`config.mk`:
```
export PLATFORM = sky130hd
export DESIGN_NAME = smm_ctrl
export DESIGN_NICKNAME = d
export VERILOG_FILES = /design/src/rtl/core/smm_pkg.sv /design/src/rtl/core/smm_ctrl.sv
export SDC_FILE = /design/constraint.sdc
export NUM_CORES = 1
export LEC_CHECK = 0
export BUFFER_PORTS_ARGS = -buffer_cell sky130_fd_sc_hd__buf_2
export CAP_MARGIN = 0
export CORE_AREA = 8 8 45 47
export DETAILED_ROUTE_END_ITERATION = 8
export DIE_AREA = 0 0 53 55
export PLACE_DENSITY = 0.44
export SLEW_MARGIN = 10
export SYNTH_ARGS = -nofsm -noshare
export SYNTH_HDL_FRONTEND = slang
export SYNTH_SLANG_ARGS = --single-unit
```
`constraint.sdc`:
```
create_clock -name clk -period 1.25 [get_ports clk]
set_input_delay 0.1875 -clock clk [delete_from_list [all_inputs] [get_ports clk]]
set_output_delay 0.1875 -clock clk [all_outputs]
set_load 0.03 [all_outputs]
```
`src/rtl/core/smm_pkg.sv`:
```
// ----------------------------------------------------------------------------
// smm_pkg
// Shared codes, default sizes and controller/datapath interface types for the
// segmented memory manager.
// ----------------------------------------------------------------------------
package smm_pkg;

	localparam int unsigned NUM_SEGMENTS_DEF  = 256;
	localparam int unsigned SEGMENT_WORDS_DEF = 1024;

	localparam int KIND_W   = 3;
	localparam int SEG_ID_W = 8;
	localparam int OFF_W    = 10;
	localparam int WORD_W   = 32;
	localparam int CNT_W    = 11;
	localparam int STATUS_W = 3;

	localparam logic [KIND_W-1:0] K_FETCH   = 3'd0;
	localparam logic [KIND_W-1:0] K_MAP     = 3'd1;
	localparam logic [KIND_W-1:0] K_UNMAP   = 3'd2;
	localparam logic [KIND_W-1:0] K_LOAD    = 3'd3;
	localparam logic [KIND_W-1:0] K_STORE   = 3'd4;
	localparam logic [KIND_W-1:0] K_LOADPRG = 3'd5;
	localparam logic [KIND_W-1:0] K_APPEND  = 3'd6;

	localparam logic [STATUS_W-1:0] ST_OK        = 3'd0;
	localparam logic [STATUS_W-1:0] ST_NO_ID     = 3'd1;
	localparam logic [STATUS_W-1:0] ST_TOO_LARGE = 3'd2;
	localparam logic [STATUS_W-1:0] ST_UNMAPPED  = 3'd3;
	localparam logic [STATUS_W-1:0] ST_RANGE     = 3'd4;

	// What the datapath asks the controller to do after evaluating an item.
	typedef enum logic [1:0] {
		ACT_DONE,
		ACT_READ,
		ACT_ZERO,
		ACT_COPY
	} smm_act_t;

	typedef struct packed {
		logic capture;
		logic eval;
		logic take_read;
		logic zero_step;
		logic copy_read;
		logic copy_write;
		logic finish;
	} smm_cmd_t;

	typedef struct packed {
		smm_act_t act;
		logic     walk_last;
	} smm_sts_t;

endpackage

```
`src/rtl/core/smm_ctrl.sv`:
```
// ----------------------------------------------------------------------------
// smm_ctrl
// Controller: sequences one item through evaluation, word reads, slot
// clearing and program copy, and owns the input and output handshakes.
// ----------------------------------------------------------------------------
module smm_ctrl import smm_pkg::*; (
	input  logic     clk,
	input  logic     arst_n,
	input  logic     in_valid,
	output logic     in_stall,
	output logic     out_valid,
	input  logic     out_stall,
	output smm_cmd_t cmd,
	input  smm_sts_t sts
);

	typedef enum logic [2:0] {
		S_IDLE,
		S_EVAL,
		S_READ,
		S_ZERO,
		S_CPRD,
		S_CPWR,
		S_DONE
	} state_t;

	state_t state_q;
	logic   out_valid_q;
	logic   out_free;

	assign in_stall  = (state_q != S_IDLE);
	assign out_valid = out_valid_q;
	assign out_free  = !out_valid_q || !out_stall;

	always_comb begin
		cmd            = '0;
		cmd.capture    = (state_q == S_IDLE) && in_valid;
		cmd.eval       = (state_q == S_EVAL);
		cmd.take_read  = (state_q == S_READ);
		cmd.zero_step  = (state_q == S_ZERO);
		cmd.copy_read  = (state_q == S_CPRD);
		cmd.copy_write = (state_q == S_CPWR);
		cmd.finish     = (state_q == S_DONE) && out_free;
	end

	always_ff @(posedge clk or negedge arst_n) begin
		if (!arst_n) begin
			state_q     <= S_IDLE;
			out_valid_q <= 1'b0;
		end else begin
			// A new result may replace one that is taken in the same cycle.
			if (state_q == S_DONE && out_free) begin
				out_valid_q <= 1'b1;
			end else if (out_valid_q && !out_stall) begin
				out_valid_q <= 1'b0;
			end
			case (state_q)
				S_IDLE: begin
					if (in_valid) begin
						state_q <= S_EVAL;
					end
				end
				S_EVAL: begin
					case (sts.act)
						ACT_READ: state_q <= S_READ;
						ACT_ZERO: state_q <= S_ZERO;
						ACT_COPY: state_q <= S_CPRD;
						default:  state_q <= S_DONE;
					endcase
				end
				S_READ: begin
					state_q <= S_DONE;
				end
				S_ZERO: begin
					if (sts.walk_last) begin
						state_q <= S_DONE;
					end
				end
				S_CPRD: begin
					state_q <= S_CPWR;
				end
				S_CPWR: begin
					state_q <= sts.walk_last ? S_DONE : S_CPRD;
				end
				S_DONE: begin
					if (out_free) begin
						state_q <= S_IDLE;
					end
				end
				default: begin
					state_q <= S_IDLE;
				end
			endcase
		end
	end

	a_result_after_done: assert property (@(posedge clk) disable iff (!arst_n)
		$rose(out_valid_q) |-> $past(state_q == S_DONE))
		else $error("result appeared without a finished item");

	a_done_waits: assert property (@(posedge clk) disable iff (!arst_n)
		(state_q == S_DONE && out_valid_q && out_stall) |=> (state_q == S_DONE))
		else $error("finished item dropped while result register busy");

	a_zero_ends: assert property (@(posedge clk) disable iff (!arst_n)
		(state_q == S_ZERO && sts.walk_last) |=> (state_q == S_DONE))
		else $error("slot clearing ran past its count");

	a_copy_ends: assert property (@(posedge clk) disable iff (!arst_n)
		(state_q == S_CPWR && !sts.walk_last) |=> (state_q == S_CPRD))
		else $error("program copy stopped early");

endmodule

```
# Word level (Yosys, flattened, before mapping)
# Index checks and enable logic that the tools add are counted.
# word_totals
ff_bits	4
latchBits	0
ram_bits	0
romBits	0
inputBits	7
memories	0
# classes
addsub	0
multipliers	0
div_mod_pow	0
order_cmp	0
n_eq_ne	12
n_shift	0
muxes	8
n_bitwise	0
reduce_logical	10
# op_table
operator	n
$pmux 3 s7	1
$eq 3x3->1 const B	3
$mux 3	3
$pmux 3 s3	1
$eq 3x2->1 const B	2
$eq 2x2->1 const B	2
$ne 2x2->1 const B	2
$eq 3x1->1 const B	1
$logic_and 1x1->1	3
$logic_not 3->1	1
$reduce_and 3->1	1
$reduce_bool 3->1	1
$eq 2x1->1 const B	1
$logic_not 1->1	2
$mux 1	2
$mux 2	1
$ne 2x1->1 const B	1
$reduce_bool 2->1	1
$logic_or 1x1->1	1

# Depth between registers and ports, before layout
# depth
depth_word	4
mapped_depth	4

# Least setup slack after synthesis
# No wires, ideal clock.
# synth_timing
kind	reg-to-output
from	reg state_q[2]
to	out cmd[5] (netlist name)
arrival_ns	1.263
required_ns	1.062
path_slack_ns	-0.200
stages_incl_launch_ff	3
n_path_buf	1
cell_sequence	dfrtp_1 > buf_2 > nor3b_1
# synth_lines
element	line	text
start, declared	smm_ctrl.sv:27	state_t state_q;
start signal, assigned	smm_ctrl.sv:83	state_q <= sts.walk_last ? S_DONE : S_CPRD;
end, declared	smm_ctrl.sv:13	output smm_cmd_t cmd,

==> flow_metrics.env <==
export IMPL_fin_ws_ps=-200
export IMPL_rows=14
export IMPL_gp_congestion=0.687
export IMPL_yosysTopAreaCell="dfrtp_1"
export IMPL_r2r_start="state_q[1]$_DFFE_PN0P_"
export IMPL_cts_sinks=4
export IMPL_grt_pass1_vias=343
export IMPL_fin_nets=74
export IMPL_drive_gt1_share_pct=57.1
export IMPL_drtAntennaViolNets=0
export IMPL_portBuffers=15
export IMPL_ys_seq_elements=4
export IMPL_grt_pass1_wl_um=1380
export IMPL_final_min_clock_period_ps=1450
export IMPL_antenna_cells=0
export IMPL_cts_buffers=3
export IMPL_htreeDepth=1
export IMPL_cp_data_required_time_ps=1060
export IMPL_crit_path_end_kind="primary output"
export IMPL_crit_fanout=6
export IMPL_fin_crit_sh_pct=116
export IMPL_clock_latency_ps=230
export IMPL_yosys_warnings=0
export IMPL_min_from="sts[0]"
export IMPL_place_ws_ps=-15.7
export IMPL_dieHeight_um=55
export IMPL_final_common_cell="buf_4"
export IMPL_syn_to_final_growth_pct=77.6
export IMPL_grtUsageTotal_pct=6.63
export IMPL_dpl_cell_area_sq_um=440
export IMPL_worst_r2r_cell_count=4
export IMPL_worstMarginPinSlew_ps=236
export IMPL_avgSynthCellArea_sq_um=8.36
export IMPL_yosysUniqueCellTypes=22
export IMPL_wl_per_cell_um=11.0
export IMPL_max_freq_mhz=689
export IMPL_ys_top_cells_by_area="dfrtp_1, ha_1, inv_1"
export IMPL_worst_setup_path_start_kind="register"
export IMPL_tns_ps=-1010
export IMPL_cts_root_buf="clkbuf_4"
export IMPL_hold_viol=0
export IMPL_rsz0062_at_grt="yes"
export IMPL_drt_iter0_drc=4
export IMPL_core_area_sq_um=1380
export IMPL_power_leakage_nw=0.289
export IMPL_cp_cell_sequence="or3_4 > nor2_4 > buf_6"
export IMPL_min_to="state_q[1]$_DFFE_PN0P_"
export IMPL_crit_arrival_ps=1260
export IMPL_syn_nets=47
export IMPL_worst_clock_skew_ps=4.10
export IMPL_synth_cells=38
export IMPL_dieArea_sq_um=2920
export IMPL_wirelength_um=870
export IMPL_violations="negative setup slack"
export IMPL_holdWs_ps=215
export IMPL_max_slew_margin_rel_pct=84.2
export IMPL_layout_common_cells="buf_4, buf_2, buf_6"
export IMPL_die_w_um=53
export IMPL_final_area_sq_um=564
export IMPL_clockBufferDepth=2
export IMPL_cap_violations=0
export IMPL_power_density_nw_per_um2=2670
export IMPL_drv_slew=0
export IMPL_slowest_stage="dfrtp_2"
export IMPL_crit_type="reg -> out"
export IMPL_hold_depth=3
export IMPL_viasPerCell=4.49
export IMPL_ios=16
export IMPL_vias=355
export IMPL_timing_rr_end="state_q[2]$_DFFE_PN0P_"
export IMPL_cts_tree="done"
export IMPL_hold_class="in -> reg"
export IMPL_fillers=151
export IMPL_status="finished with violations"
export IMPL_critPathMaxStageDelay_ps=420
export IMPL_grt_max_degree=11
export IMPL_synth_area_sq_um=318
export IMPL_hpwl_um=656
export IMPL_rrSetupSlack_ps=110
export IMPL_drc=0
export IMPL_ir_worst_vdd_v=0.000787
export IMPL_initial_core_util_pct=23.0
export IMPL_dr_pass1_iters=2
export IMPL_clkTransAtPathRegs_ps=40
export IMPL_setup_violations_final=8
export IMPL_overflow=0
export IMPL_synth_top_area_share_pct=31.5
export IMPL_antenna_found_initial=0
export IMPL_power_mw=1.51
export IMPL_yosysSeqAreaShare_pct=31.5
## per-layer routing
metal | vias to the layer above | track usage [%] | wire (um)
met1 | 166 | 6.27 | 320
met2 | 8 | 11.1 | 473
met3 | 2 | 1.34 | 57
li1 | 179 | - | -
met4 | 0 | 7.76 | 19
met5 | - | 0 | 0
## cell families (layout without fill, tap and decap cells)
group           count (synthesis)  count (layout)  synth area share (%)
compound gates                  8               8                  16.9
simple gates                   16              16                  30.3
buf+inv                         8              33                  13.4
flops                           4               4                  31.5
fa+ha+maj                       2               2                  7.87
## critical path: cells and delay by family, from the launching register on
family / cells / cell delay [ps]
DFF: 1 / 420
buffers and inverters: 1 / 130
and+or+nand+nor: 2 / 480
## synthesized netlist by cell type
| library cell | n |
|---|---|
| inv_1 | 5 |
| dfrtp_1 | 4 |
| nand2_1 | 4 |
| nor2_1 | 3 |
| a21oi_1 | 2 |
| ha_1 | 2 |
| nor3b_1 | 2 |
| o21ai_0 | 2 |
| a211o_1 | 1 |
| a211oi_1 | 1 |
| and3_1 | 1 |
| and3b_2 | 1 |
| buf_2 | 1 |
| buf_4 | 1 |
| buf_6 | 1 |
| nand2b_1 | 1 |
| nand3b_1 | 1 |
| nor2_2 | 1 |
| o221ai_1 | 1 |
| o32ai_1 | 1 |
| or2b_1 | 1 |
| or3_4 | 1 |
## worst max path at each step
stage | from | end | slack [ps] | cells after the start
after global routing | state_q[1]$_DFFE_PN0P_ | cmd[6] | -230 | 3
after CTS | state_q[1]$_DFFE_PN0P_ | cmd[6] | -220 | 3
after detailed placement | state_q[1]$_DFFE_PN0P_ | cmd[6] | -20 | 3
after floorplan | state_q[1]$_DFFE_PN0P_ | cmd[6] | -80 | 3
after global placement | state_q[1]$_DFFE_PN0P_ | cmd[6] | -0.3 | 3
final | state_q[1]$_DFFE_PN0P_ | cmd[6] | -200 | 3
## repair_timing
action / 4_1_cts / 5_1_grt
pin swaps: 0 / 1
gates resized for setup: 13 / 3
hold endpoints to repair: 4 / 0
buffers inserted: 2 / 3
hold buffers: 1 / 0
endpoints found under the setup margin: 8 / 8
## power by group
group	switching, mW	internal (mW)	leakage [nW]
sequential	0.0618	0.199	0.0484
combinational	0.569	0.523	0.227
clock	0.0469	0.107	0.0138
## layout make-up
cell class | instances | area, sq um | share of cell area [%]
inverters | 5 | 18.8 | 3.33
flip-flops and latches | 4 | 101 | 18.0
repair buffers | 25 | 193 | 34.1
multi-input cells | 26 | 209 | 37.0
clock buffers | 3 | 22.5 | 3.99
well taps | 16 | 20.0 | 3.55
## registers in the layout, indices dropped and copies added, names as in the netlist
register	count
out_valid	1
state_q	3
## stage by stage
stage | utilization (%) | cells
2_1_floorplan | - | 38
3_3_place_gp | 31.8 | 70
3_5_place_dp | 31.8 | 70
4_1_cts | 38.4 | 76
5_1_grt | 40.8 | 79
6_report | 40.8 | 79
(Power assumes the default switching activity.)
